**src/design/b64e_pkg.sv**
```systemverilog
// shared types, constants and the sextet-to-ascii function for the base64 encoder
// no dependencies; imported by every module of the block

package b64e_pkg;

   // group phase codes
   localparam logic [1:0] PHASE_FIRST  = 2'd0;
   localparam logic [1:0] PHASE_SECOND = 2'd1;
   localparam logic [1:0] PHASE_THIRD  = 2'd2;

   // ascii codes
   localparam logic [6:0] PAD_CHAR     = 7'h3D;
   localparam logic [6:0] CHAR_PLUS    = 7'h2B;
   localparam logic [6:0] CHAR_SLASH   = 7'h2F;
   localparam logic [6:0] UPPER_BASE   = 7'd65;  // 'A'
   localparam logic [6:0] LOWER_BASE   = 7'd71;  // 'a' minus 26
   localparam logic [6:0] DIGIT_OFFSET = 7'd4;   // '0' is 52 plus this, minus 8

   // job queue between front and back
   localparam int QUEUE_DEPTH = 2;
   localparam int QPTR_W      = (QUEUE_DEPTH > 1) ? $clog2(QUEUE_DEPTH) : 1;
   localparam int QCNT_W      = $clog2(QUEUE_DEPTH + 1);

   // characters one byte gives rise to
   typedef struct packed {
      logic [3:0][6:0] chars;
      logic [1:0]      last_idx;
      logic            fin;
   } b64e_job_type;

   // standard alphabet lookup
   function automatic logic [6:0] b64e_char(input logic [5:0] v);
      logic [6:0] v7;
      v7 = {1'b0, v};
      if (v < 6'd26)      return UPPER_BASE + v7;
      else if (v < 6'd52) return LOWER_BASE + v7;
      else if (v < 6'd62) return v7 - DIGIT_OFFSET;
      else if (v == 6'd62) return CHAR_PLUS;
      else                return CHAR_SLASH;
   endfunction

endpackage

```
**src/design/b64e_front.sv**
```systemverilog
// front end: accepts bytes, tracks the group phase and leftover bits,
// builds one job of up to four characters per byte; uses b64e_pkg

module b64e_front
   import b64e_pkg::*;
(
   input  logic         clock,
   input  logic         reset,
   input  logic         req_valid,
   output logic         req_ready,
   input  logic [7:0]   req_data_byte,
   input  logic         req_end_of_message,
   input  logic         queue_full,
   output logic         push,
   output b64e_job_type push_job
);

   logic [1:0] phase_ff, phase_in;
   logic [3:0] left_ff, left_in;

   assign req_ready = !queue_full;
   assign push      = req_valid && req_ready;

   // classify the byte by phase and form its characters
   always_comb begin
      push_job.chars    = {4{PAD_CHAR}};
      push_job.last_idx = 2'd0;
      push_job.fin      = req_end_of_message;
      phase_in          = phase_ff;
      left_in           = left_ff;
      case (phase_ff)
         PHASE_SECOND: begin
            push_job.chars[0] = b64e_char({left_ff[1:0], req_data_byte[7:4]});
            push_job.chars[1] = b64e_char({req_data_byte[3:0], 2'b00});
            push_job.last_idx = req_end_of_message ? 2'd2 : 2'd0;
            phase_in          = PHASE_THIRD;
            left_in           = req_data_byte[3:0];
         end
         PHASE_THIRD: begin
            push_job.chars[0] = b64e_char({left_ff, req_data_byte[7:6]});
            push_job.chars[1] = b64e_char(req_data_byte[5:0]);
            push_job.last_idx = 2'd1;
            phase_in          = PHASE_FIRST;
            left_in           = 4'd0;
         end
         default: begin
            push_job.chars[0] = b64e_char(req_data_byte[7:2]);
            push_job.chars[1] = b64e_char({req_data_byte[1:0], 4'b0000});
            push_job.last_idx = req_end_of_message ? 2'd3 : 2'd0;
            phase_in          = PHASE_SECOND;
            left_in           = {2'b00, req_data_byte[1:0]};
         end
      endcase
      // message end closes the group
      if (req_end_of_message) begin
         phase_in = PHASE_FIRST;
         left_in  = 4'd0;
      end
   end

   // phase and leftover registers
   always_ff @(posedge clock) begin
      if (reset) begin
         phase_ff <= PHASE_FIRST;
         left_ff  <= 4'd0;
      end else if (push) begin
         phase_ff <= phase_in;
         left_ff  <= left_in;
      end
   end

endmodule

```
**src/design/b64e_queue.sv**
```systemverilog
// short job queue between front and back ends
// register based, depth from b64e_pkg; uses b64e_pkg

module b64e_queue
   import b64e_pkg::*;
(
   input  logic         clock,
   input  logic         reset,
   input  logic         push,
   input  b64e_job_type push_job,
   output logic         full,
   input  logic         pop,
   output b64e_job_type pop_job,
   output logic         empty
);

   b64e_job_type          mem_ff [QUEUE_DEPTH];
   logic [QPTR_W-1:0]     wptr_ff, rptr_ff;
   logic [QCNT_W-1:0]     count_ff;

   assign full    = (count_ff == QCNT_W'(QUEUE_DEPTH));
   assign empty   = (count_ff == '0);
   assign pop_job = mem_ff[rptr_ff];

   // storage
   always_ff @(posedge clock) begin
      if (push) mem_ff[wptr_ff] <= push_job;
   end

   // pointers and fill count
   always_ff @(posedge clock) begin
      if (reset) begin
         wptr_ff  <= '0;
         rptr_ff  <= '0;
         count_ff <= '0;
      end else begin
         if (push) begin
            wptr_ff <= (wptr_ff == QPTR_W'(QUEUE_DEPTH - 1)) ? '0 : wptr_ff + 1'b1;
         end
         if (pop) begin
            rptr_ff <= (rptr_ff == QPTR_W'(QUEUE_DEPTH - 1)) ? '0 : rptr_ff + 1'b1;
         end
         if (push && !pop)      count_ff <= count_ff + 1'b1;
         else if (pop && !push) count_ff <= count_ff - 1'b1;
      end
   end

endmodule

```
**src/design/b64e_back.sv**
```systemverilog
// back end: takes jobs from the queue and sends their characters one per
// cycle while rsp_ready is high, marking the final one; uses b64e_pkg

module b64e_back
   import b64e_pkg::*;
(
   input  logic         clock,
   input  logic         reset,
   input  logic         empty,
   input  b64e_job_type pop_job,
   output logic         pop,
   output logic         rsp_valid,
   input  logic         rsp_ready,
   output logic [6:0]   rsp_out_char,
   output logic         rsp_final_char
);

   b64e_job_type cur_job_ff;
   logic         cur_valid_ff;
   logic [1:0]   idx_ff;
   logic         at_last;
   logic         word_out;

   assign at_last        = (idx_ff == cur_job_ff.last_idx);
   assign word_out       = rsp_valid && rsp_ready;
   assign rsp_valid      = cur_valid_ff;
   assign rsp_out_char   = cur_job_ff.chars[idx_ff];
   assign rsp_final_char = cur_job_ff.fin && at_last;

   // load a new job when idle or when the last word of the current one leaves
   assign pop = !empty && (!cur_valid_ff || (word_out && at_last));

   always_ff @(posedge clock) begin
      if (pop) cur_job_ff <= pop_job;
   end

   always_ff @(posedge clock) begin
      if (reset) begin
         cur_valid_ff <= 1'b0;
         idx_ff       <= 2'd0;
      end else if (pop) begin
         cur_valid_ff <= 1'b1;
         idx_ff       <= 2'd0;
      end else if (word_out) begin
         if (at_last) begin
            cur_valid_ff <= 1'b0;
            idx_ff       <= 2'd0;
         end else begin
            idx_ff <= idx_ff + 1'b1;
         end
      end
   end

   // index never runs past the job
   a_idx_bound: assert property (@(posedge clock) disable iff (reset)
      cur_valid_ff |-> idx_ff <= cur_job_ff.last_idx)
      else $error("character index beyond job length");

   // stalled word keeps its position
   a_stall_hold: assert property (@(posedge clock) disable iff (reset)
      (rsp_valid && !rsp_ready) |=> ($stable(idx_ff) && cur_valid_ff))
      else $error("character index moved under stall");

   // after the final character a new message starts at its first character
   a_final_restart: assert property (@(posedge clock) disable iff (reset)
      (word_out && rsp_final_char) |=> (idx_ff == 2'd0))
      else $error("new message does not start at first character");

   // a job is only loaded from a non-empty queue
   a_pop_nonempty: assert property (@(posedge clock) disable iff (reset)
      pop |-> !empty)
      else $error("pop from empty job queue");

endmodule

```
**src/design/base64_stream_encoder_core.sv**
```systemverilog
// top level of the streaming base64 encoder: front end, job queue, back end
// depends on b64e_pkg, b64e_front, b64e_queue and b64e_back
//
// usage:
//   req channel: one raw byte per word (req_data_byte), with
//     req_end_of_message high on the last byte of a message.
//   rsp channel: one ascii character per word (rsp_out_char), from the
//     standard alphabet or '=' padding; rsp_final_char marks the last
//     character of a message, whose output is padded to a multiple of four.
//   each byte gives one or two characters, a message end up to four.
//   path: an accepted byte is written into the job queue and then loaded
//     into the back end's job register, from which its characters are
//     offered.
//   throughput: one character per cycle while rsp_ready is high, set by
//     the single output register of the back end; a byte gives 1 to 4
//     characters, on average four thirds; the front takes a byte every
//     cycle while the two-entry job queue has room.
//   stall: when rsp_ready is low the current character holds, the queue
//     fills and then req_ready drops.
//   reset: clears phase, leftover bits, queue and output; no output pending.

module base64_stream_encoder_core
   import b64e_pkg::*;
(
   input  logic       clock,
   input  logic       reset,
   input  logic       req_valid,
   output logic       req_ready,
   input  logic [7:0] req_data_byte,
   input  logic       req_end_of_message,
   output logic       rsp_valid,
   input  logic       rsp_ready,
   output logic [6:0] rsp_out_char,
   output logic       rsp_final_char
);

   logic         push, pop, full, empty;
   b64e_job_type push_job, pop_job;

   // byte classification
   b64e_front u_front (
      .clock              (clock),
      .reset              (reset),
      .req_valid          (req_valid),
      .req_ready          (req_ready),
      .req_data_byte      (req_data_byte),
      .req_end_of_message (req_end_of_message),
      .queue_full         (full),
      .push               (push),
      .push_job           (push_job)
   );

   // decoupling queue
   b64e_queue u_queue (
      .clock    (clock),
      .reset    (reset),
      .push     (push),
      .push_job (push_job),
      .full     (full),
      .pop      (pop),
      .pop_job  (pop_job),
      .empty    (empty)
   );

   // character output
   b64e_back u_back (
      .clock          (clock),
      .reset          (reset),
      .empty          (empty),
      .pop_job        (pop_job),
      .pop            (pop),
      .rsp_valid      (rsp_valid),
      .rsp_ready      (rsp_ready),
      .rsp_out_char   (rsp_out_char),
      .rsp_final_char (rsp_final_char)
   );

endmodule
```
**config.mk**
```make
export PLATFORM = sky130hd
export DESIGN_NAME = base64_stream_encoder_core
export DESIGN_NICKNAME = d
export VERILOG_FILES = /design/src/design/b64e_pkg.sv /design/src/design/b64e_front.sv /design/src/design/b64e_queue.sv /design/src/design/b64e_back.sv /design/src/design/base64_stream_encoder_core.sv
export SDC_FILE = /design/constraint.sdc
export NUM_CORES = 1
export LEC_CHECK = 0
export BUFFER_PORTS_ARGS = -buffer_cell sky130_fd_sc_hd__buf_4
export CAP_MARGIN = 10
export CORE_MARGIN = 4
export CORE_UTILIZATION = 35
export DETAILED_ROUTE_END_ITERATION = 7
export GPL_TIMING_DRIVEN = 0
export SLEW_MARGIN = 20
export SYNTH_ARGS = -nofsm -noshare
export SYNTH_HDL_FRONTEND = slang
export SYNTH_SLANG_ARGS = --single-unit
```
**constraint.sdc**
```tcl
create_clock -name clock -period 4.9 [get_ports clock]
set_input_delay 0.245 -clock clock [delete_from_list [all_inputs] [get_ports clock]]
set_output_delay 0.245 -clock clock [all_outputs]
set_load 0.005 [all_outputs]
```
* Yosys cells after proc, flatten, opt, wreduce, memory -nomap -nowiden
Memory sizes are Yosys's and may differ from the RTL's. A register that Yosys moved wholly into a read port is not among the register bits.
Cells that the tools add are included.
** Word-level totals
- Bits in registers :: 27
- Bits in writable memories :: 34
- Memories :: 1
** Cells by class
- $add $sub $neg :: 23
- Order comparisons :: 19
- Eq/ne operators :: 8
- Mux-type cells :: 41
- Reductions and logical operators :: 19
** Memories
- u_queue.mem_ff :: depth 2, width 17, rd ports 1, clocked after Yosys merged registers in 1, write ports 1, RTL line b64e_queue.sv:17 : b64e_job_type mem_ff [QUEUE_DEPTH];
** Operators with widths (count)
- $mux 7 :: 19
- $add 7x6->7 const A :: 12
- $lt 6x6->1 const B :: 12
- $sub 6x3->7 const B :: 6
- $lt 6x5->1 const B :: 6
- $pmux 16 s2 :: 1
- $eq 6x6->1 const B :: 4
- $bmux 7 s2 :: 1
- $mux 2 :: 6
- $mux 3 :: 4
- $pmux 4 s2 :: 1
- $logic_and 1x1->1 :: 7
- $mux 1 :: 7
- $reduce_bool 2->1 :: 3
- $logic_not 1->1 :: 5
- $add 2x1->2 const B :: 2
- $eq 2x2->1 const B :: 2
- $mux 4 :: 1
- $pmux 2 s2 :: 1
- $lt 2x3->1 const B :: 1
- $add 1x1->1 const B :: 2
- $eq 2x1->1 const B :: 1
- $eq 2x2->1 :: 1
- $logic_not 2->1 :: 1
- 4 further kinds :: 4

* Depth between registers and ports, before layout
Gate-level depths: netlist of the first run.
- Depth in word-level cells :: 7
- Mapped depth :: 13
- Mapped depth without buffers :: 10

* By module
Synthesis of the first run repeated with hierarchy kept, for this count alone.
** Unflattened totals
- Cell total of the unflattened synthesis :: 522
- Area total of the unflattened synthesis :: 6080.8 um2
** By module, submodules not included
- b64e_queue :: instances 1, cells each 118, area an instance 2433.6 um2, sequential area each 1961.9 um2
- b64e_front :: instances 1, cells each 342, area an instance 2284.7 um2, sequential area each 120.1 um2
- b64e_back :: instances 1, cells each 62, area an instance 1362.6 um2, sequential area each 991.0 um2

* Worst setup path after synthesis of the first run
No wires, ideal clock.
- Kind :: input port to flip-flop
- Start point :: in req_data_byte[1]
- End point :: mem u_queue.mem_ff[0][14] (netlist bit), data pin
- Library setup time :: 0.265 ns
- Arrival :: 2.468 ns
- Setup slack :: 2.167 ns
- Stages :: 12
- Path buffers :: 3
- Cells stage by stage :: clkbuf_2 clkbuf_1 inv_1 ha_1 nand2b_1 buf_6 xnor2_1 ha_1 or3_1 a21oi_2 xnor2_1 a221o_1
** RTL lines
- start: declaration :: RTL line base64_stream_encoder_core.sv:29 : input logic [7:0] req_data_byte,
- end: declaration :: RTL line b64e_queue.sv:17

==> results of run 1 <==
-- metal layers --
| metal | up-vias | global-route usage | share of wire |
|---|---|---|---|
| met2 | 175 | 0.252 | 0.46 |
| met1 | 1780 | 0.219 | 0.45 |
| met3 | 22 | 0.0255 | 0.065 |
| li1 | 1836 | - | - |
| met5 | - | 0 | 0 |
| met4 | 0 | 0.0637 | 0.025 |
-- metrics by stage --
step / power (mW) / hold WS (ns) / worst slack [ns]
floorplan: 1.24 / 0.314 / 2.17
global placement: 1.43 / 0.466 / 1.63
detailed placement: 1.45 / 0.472 / 1.55
CTS: 2.08 / 0.132 / 1.88
global route: 2.19 / 0.136 / 1.73
finish: 2.06 / 0.139 / 1.85
-- logic make-up (layout without fill, tap and decap cells) --
logic type,after synthesis,in the layout
xor gates and xnor gates,21,21
muxes,27,27
adders and majority gates,27,27
AOI/OAI and AO/OA,128,128
and+or+nand+nor,157,157
DFF,64,64
buffers and inverters,55,94
-- critical path: cells and delay by family --
family          cells  cell delay [ns]
buf+inv             5             1.02
simple gates        2             0.59
fa+ha+maj           2             0.55
compound gates      2             0.51
xor+xnor            2             0.20
-- sequential cells by signal (all words and copies together) (netlist names) --
name and flops:
u_queue.wptr_ff 1, u_back.cur_job_ff 17, u_back.rsp_valid 1, u_back.idx_ff 2, u_front.left_ff 4, u_front.phase_ff 2, u_queue.rptr_ff 1, u_queue.mem_ff 34
u_queue.count_ff 2
-- worst max-delay path by stage --
stage	depth (start not counted)	end	slack [ns]
finish	13	u_queue.mem_ff[1][14]	1.85
global route	13	u_queue.mem_ff[1][14]	1.73
CTS	13	u_queue.mem_ff[1][14]	1.88
detailed placement	13	u_queue.mem_ff[0][14]	1.55
global placement	13	u_queue.mem_ff[0][14]	1.63
floorplan	12	u_queue.mem_ff[0][14]	2.17
-- power by group through the flow --
stage	logic [mW]	registers, mW	clock network (mW)
finish	0.636	0.808	0.616
global route	0.708	0.822	0.660
CTS	0.635	0.810	0.631
detailed placement	0.629	0.819	0
global placement	0.615	0.815	0
floorplan	0.436	0.804	0
-- cell usage after synthesis, types with 4 or more instances --
cell type  count
o311ai_0       4
dfxtp_1       13
a21oi_2        4
o21ai_0       22
nand2b_1      12
buf_2          9
nor2b_1       12
nor2_1        35
a211o_1        6
nor4_1         4
nand3_1       13
nor3b_1        4
mux2_2        21
ha_1          27
a31oi_1        7
nand2_1       39
inv_1         20
a221o_1        4
xnor2_1       17
or3_1          6
and2_1         5
o211ai_1       6
o221ai_1       4
a22oi_1        5
clkbuf_1      21
edfxtp_1      51
mux2i_1        6
nor3_1        10
xor2_1         4
a21oi_1       31
and3_1         4
a221oi_1       5
a21o_1         8
-- layout make-up --
| class | instances | area, µm² | share of cell area |
|---|---|---|---|
| multi-input combinational | 360 | 2510 | 0.480 |
| sequential | 64 | 1790 | 0.343 |
| clock buffer | 14 | 295 | 0.0565 |
| tap | 172 | 215 | 0.0412 |
| timing repair buffer | 23 | 176 | 0.0337 |
| buffer | 35 | 153 | 0.0292 |
| inverter | 20 | 75.1 | 0.0144 |
| clock inverter | 2 | 10.0 | 0.00191 |
==> flow_metrics.tcl, run 1 <==
set metrics [dict create \
    ys_async_sr_fraction 0 \
    ios 23 \
    critPathLaunch "req_data_byte[1]" \
    worstPathCellList "buf_4 > clkbuf_2 > clkbuf_1 > inv_1 > ha_1 > nand2b_1 > buf_6 > xnor2_1 > ha_1 > or3_1 > a21oi_2 > xnor2_1 > a221o_1" \
    cts_sinks 64 \
    synth-seq-area-share 0.397 \
    cp_max_fo 10 \
    vdd_drop_max_mv 0.145 \
    postCtsSetupRepairBufs 0 \
    io_buffers 22 \
    antenna_found_initial 0 \
    drt_iter0_markers 393 \
    max_freq_mhz 327 \
    reg2reg_slack_ns 2.06 \
    final_cell_area_mm2 0.00523 \
    drv_cap 0 \
    cts_resized 0 \
    status "finished clean" \
    drt-vias-per-instance 5.53 \
    synthAdderAreaFrac 0.0748 \
    holdPathEnd "u_front.phase_ff[1]" \
    clkLatencyLatePin_ns 0.32 \
    nets 553 \
    holdBufCountCts 0 \
    rows 41 \
    synth_edf_count 51 \
    min_from "reset" \
    yosys_warnings 0 \
    cts.clk_slew.worst_paths_ns 0.05 \
    num_vias 3813 \
    die_y_um 122 \
    hp-class "input pin to flip-flop" \
    switchingPower_mw 0.599 \
    seq_power_share 0.392 \
    max-slew-margin-rel 0.416 \
    synth-simple-area-share 0.178 \
    fin_util 0.414 \
    internal-power_mw 1.46 \
    overflow 0 \
    yosysTopAreaCellShare 0.339 \
    slowest_stage "clkbuf_1" \
    reg2reg_to "u_queue.mem_ff[1][8]" \
    ys_types 58 \
    rsz0062_at_grt "false" \
    grt_pass1_wl_mm 18.8 \
    crit_type "input pin to flip-flop" \
    cp.required_ns 4.95 \
    yosys.area.top_type "edfxtp_1" \
    tightest_slew_ns 0.876 \
    nFillCells 1269 \
    ys_top_cells_by_area "edfxtp_1 (34%), ha_1 (7.5%), dfxtp_1 (5.8%)" \
    syn_inst 479 \
    finalSetupViolCount 0 \
    area_growth_pct 15.7 \
    leakagePower_nw 1.94 \
    die_x_um 122 \
    setup_tns_ns 0 \
    firstDrtPassIters 5 \
    dpl.hpwl_mm 8.28 \
    hold_viol 0 \
    final_common_cell "edfxtp_1" \
    htree_levels 3 \
    crit_path_start_kind "input pin" \
    post-route-period-util 0.623 \
    grt_max_degree 22 \
    grt_pass1_vias 3660 \
    wl_per_cell_um 16.5 \
    p_sw_frac 0.291 \
    numCtsBuffers 9 \
    routabilityCongestion 0.910 \
    end_kind "flip-flop" \
    drive_above_1_share 0.156 \
    ys_seq_elements 64 \
    fin_cells 690 \
    dp.cells 674 \
    grt_usage 0.159 \
    avgSynthCellArea_um2 9.43 \
    netlist_area_mm2 0.00452 \
    crit-reg2reg-launch "u_front.left_ff[1]" \
    die_area_mm2 0.0148 \
    synth-compound-area-share 0.194 \
    crit_arrival_ns 3.11 \
    pwr-share-clk 0.299 \
    combPwrFrac 0.309 \
    synth_ff_type "edfxtp_1" \
    fin_crit_ns 3.05 \
    syn_nets 519 \
    cts_buffer_depth 2 \
    hold_depth 2 \
    synth_top_family_by_area "compound AO/OA/AOI/OAI gates" \
    antennaDiodeCount 0 \
    slew_violations 0 \
    synth_xor_area_frac 0.0407 \
    synthMuxAreaShare 0.0656 \
    ff2ff_path_depth 8 \
    power_density_mw_per_mm2 394 \
    routed_wirelength_mm 11.4 \
    core_mm2 0.0126 \
    drcViolationCount 0 \
    tritoncts "built" \
    place_area_mm2 0.00491 \
    drtAntennaViolNets 0 \
    initial_core_util 0.358 \
    worst_path_largest_cell_delay_ns 0.49 \
    clock_skew_ns 0.00507 \
    final_cell_mix "edfxtp_1 (51), nand2_1 (39), nor2_1 (33)" \
    cts_root_buffer "clkbuf_16" \
]
Power figures use the tool's default switching activity.
==> inputs of run 2 (changes only) <==
--- a/config.mk
+++ b/config.mk
@@ -5,6 +5,7 @@
 export SDC_FILE = /design/constraint.sdc
 export NUM_CORES = 1
 export LEC_CHECK = 0
+export ABC_AREA = 1
 export BUFFER_PORTS_ARGS = -buffer_cell sky130_fd_sc_hd__buf_4
 export CAP_MARGIN = 10
 export CORE_MARGIN = 4
==> constraint.sdc (replaced) <==
create_clock -name clock -period 2.9 [get_ports clock]
set_input_delay 0.145 -clock clock [delete_from_list [all_inputs] [get_ports clock]]
set_output_delay 0.145 -clock clock [all_outputs]
set_load 0.005 [all_outputs]
==> run 2 against run 1 <==
Effect of this change:
- routed wire length is 3.8% lower
- combinational power is 97% higher
- largest cell class unchanged
- final cell count is 17% higher
- sequential power is 78% higher
- register-to-register slack worse by 1.3 ns
- global-route usage is 0.72 points lower
- design area is 0.36% higher
- area after synthesis is 1.1% higher
==> flow_metrics.tcl, run 2 <==
set metrics [dict create \
    num_vias 4024 \
    synth_top_family_by_area "simple AND/OR/NAND/NOR gates" \
    post-route-period-util 0.747 \
    synth-simple-area-share 0.321 \
    power_density_mw_per_mm2 704 \
    hp-class "input pin to flip-flop" \
    max-slew-margin-rel 0.424 \
    yosys.area.top_type "edfxtp_1" \
    die_area_mm2 0.0149 \
    rsz0062_at_grt "false" \
    ys_types 43 \
    ys_top_cells_by_area "edfxtp_1 (34%), nand2_1 (16%), ha_1 (7.4%)" \
    io_buffers 22 \
    numCtsBuffers 9 \
    final_cell_area_mm2 0.00525 \
    die_y_um 122 \
    final_cell_mix "nand2_1 (189), nand3_1 (64), edfxtp_1 (51)" \
    grt_max_degree 19 \
    end_kind "flip-flop" \
    fin_crit_ns 2.17 \
    htree_levels 3 \
    nets 668 \
    crit_path_start_kind "flip-flop" \
    drt-vias-per-instance 5.00 \
    regMostFlops "u_queue.mem_ff" \
    ios 23 \
    ys_seq_elements 64 \
    final_common_cell "nand2_1" \
    synth_xor_area_frac 0.0288 \
    cts.clk_slew.worst_paths_ns 0.05 \
    routed_wirelength_mm 10.9 \
    vdd_drop_max_mv 0.314 \
    tritoncts "built" \
    cp_max_fo 8 \
    overflow 0 \
    setup_tns_ns 0 \
    crit_type "flip-flop to flip-flop" \
    holdBufCountCts 0 \
    initial_core_util 0.359 \
    clkLatencyLatePin_ns 0.32 \
    grt_usage 0.152 \
    cp.required_ns 2.96 \
    ys_async_sr_fraction 0 \
    crit_arrival_ns 2.22 \
    area_growth_pct 14.8 \
    synth-compound-area-share 0.103 \
    firstDrtPassIters 5 \
    yosysMostFrequentCell "nand2_1" \
    top_regs "u_queue.mem_ff (34), u_back.cur_job_ff (17), u_front.left_ff (4)" \
    yosysTopAreaCellShare 0.335 \
    cts_sinks 64 \
    hold_viol 0 \
    drcViolationCount 0 \
    drive_above_1_share 0.148 \
    status "finished clean" \
    drtAntennaViolNets 0 \
    whs_ns 0.0550 \
    largest_register_ffs 34 \
    grt_pass1_wl_mm 18.3 \
    finalSetupViolCount 0 \
    drv_cap 0 \
    synth_ff_type "edfxtp_1" \
    synth-seq-area-share 0.392 \
    place_area_mm2 0.00497 \
    synthAdderAreaFrac 0.0739 \
    synth_common_cells "nand2_1 (189), nand3_1 (64), edfxtp_1 (51), inv_1 (43), nor2_1 (34)" \
    cts_resized 0 \
    wl_per_cell_um 13.6 \
    synth_edf_count 51 \
    synthMuxAreaShare 0 \
    syn_inst 594 \
    cts_buffer_depth 2 \
    slew_violations 0 \
    netlist_area_mm2 0.00457 \
    drt_iter0_markers 329 \
    antenna_found_initial 0 \
    postCtsSetupRepairBufs 0 \
    leakagePower_nw 2.26 \
    max_freq_mhz 461 \
    core_mm2 0.0127 \
    rows 41 \
    fin_util 0.412 \
    die_x_um 122 \
    tightest_slew_ns 0.863 \
    yosys_warnings 0 \
    routabilityCongestion 0.923 \
    antennaDiodeCount 0 \
    cts_root_buffer "clkbuf_16" \
    grt_pass1_vias 3790 \
    dpl.hpwl_mm 8.35 \
    syn_nets 634 \
    clock_skew_ns 0.00396 \
    avgSynthCellArea_um2 7.69 \
]
## run 2: cell types whose count changed after synthesis, moves of 8 or more
cell      delta
nor2b_1     -12
nand4_1      +8
nand3_1     +51
xnor2_1     -11
nand2_1    +150
inv_1       +23
nand2b_1    -12
clkbuf_1    -20
mux2_2      -21
inv_2       +14
nand2_2      +9
a21o_1       -8
## run 2: worst max-delay path, cell delays in order, from the launching register on
cell     delay (ns)
dfxtp_1        0.51
inv_1          0.24
ha_1           0.27
a21oi_1        0.17
nand2_2        0.15
inv_4          0.13
a21oi_1        0.08
nand3_1        0.13
nand2_1        0.07
nand2_1        0.07
nand2_1        0.08
## run 2: per-layer routing
metal | global-route usage | share of wire | up-vias
li1 | - | - | 2049
met1 | 0.204 | 0.48 | 1849
met2 | 0.247 | 0.46 | 112
met3 | 0.0281 | 0.043 | 14
met4 | 0.0532 | 0.015 | 0
met5 | 0 | 0 | -
## run 2: through the flow
step	worst slack, ns	total power, mW	instances
floorplan	1.05	2.29	594
global placement	0.595	2.69	788
detailed placement	0.596	2.72	789
CTS	0.764	3.73	805
global route	0.549	3.96	805
finish	0.733	3.69	805
## run 2: area by class of cell
| cell class | instances | area, µm² |
|---|---|---|
| fill | 1292 | 7480 |
| multi-input combinational | 452 | 2410 |
| sequential | 64 | 1790 |
| clock buffer | 11 | 233 |
| inverter | 60 | 230 |
| tap | 172 | 215 |
| timing repair buffer | 23 | 176 |
| buffer | 18 | 138 |
| clock inverter | 5 | 47.5 |
## run 2: path summary, 6_finish.rpt
kind / start / to / slack, ns / depth (start not counted)
worst max register to register: u_front.left_ff[1] / u_queue.mem_ff[0][8] / 0.73 / 10
worst min-delay path: reset / u_front.left_ff[3] / 0.06 / 2
worst min register to register: u_queue.count_ff[1] / u_queue.count_ff[1] / 0.50 / 2
worst max-delay path: u_front.left_ff[1] / u_queue.mem_ff[0][8] / 0.73 / 10
## run 2: cell families (layout without fill, tap and decap cells)
| kind of cell | after synthesis | after routing |
|---|---|---|
| simple gates | 326 | 326 |
| buf+inv | 78 | 117 |
| flops | 64 | 64 |
| xor+xnor | 15 | 15 |
| fa+ha+maj | 27 | 27 |
| compound gates | 84 | 84 |
## run 2: power breakdown
part           internal (mW)  leakage (nW)  switching, mW
clock network          0.655         0.138          0.344
registers               1.36         0.584         0.0803
logic                  0.444          1.54          0.809
total                   2.46          2.26           1.23
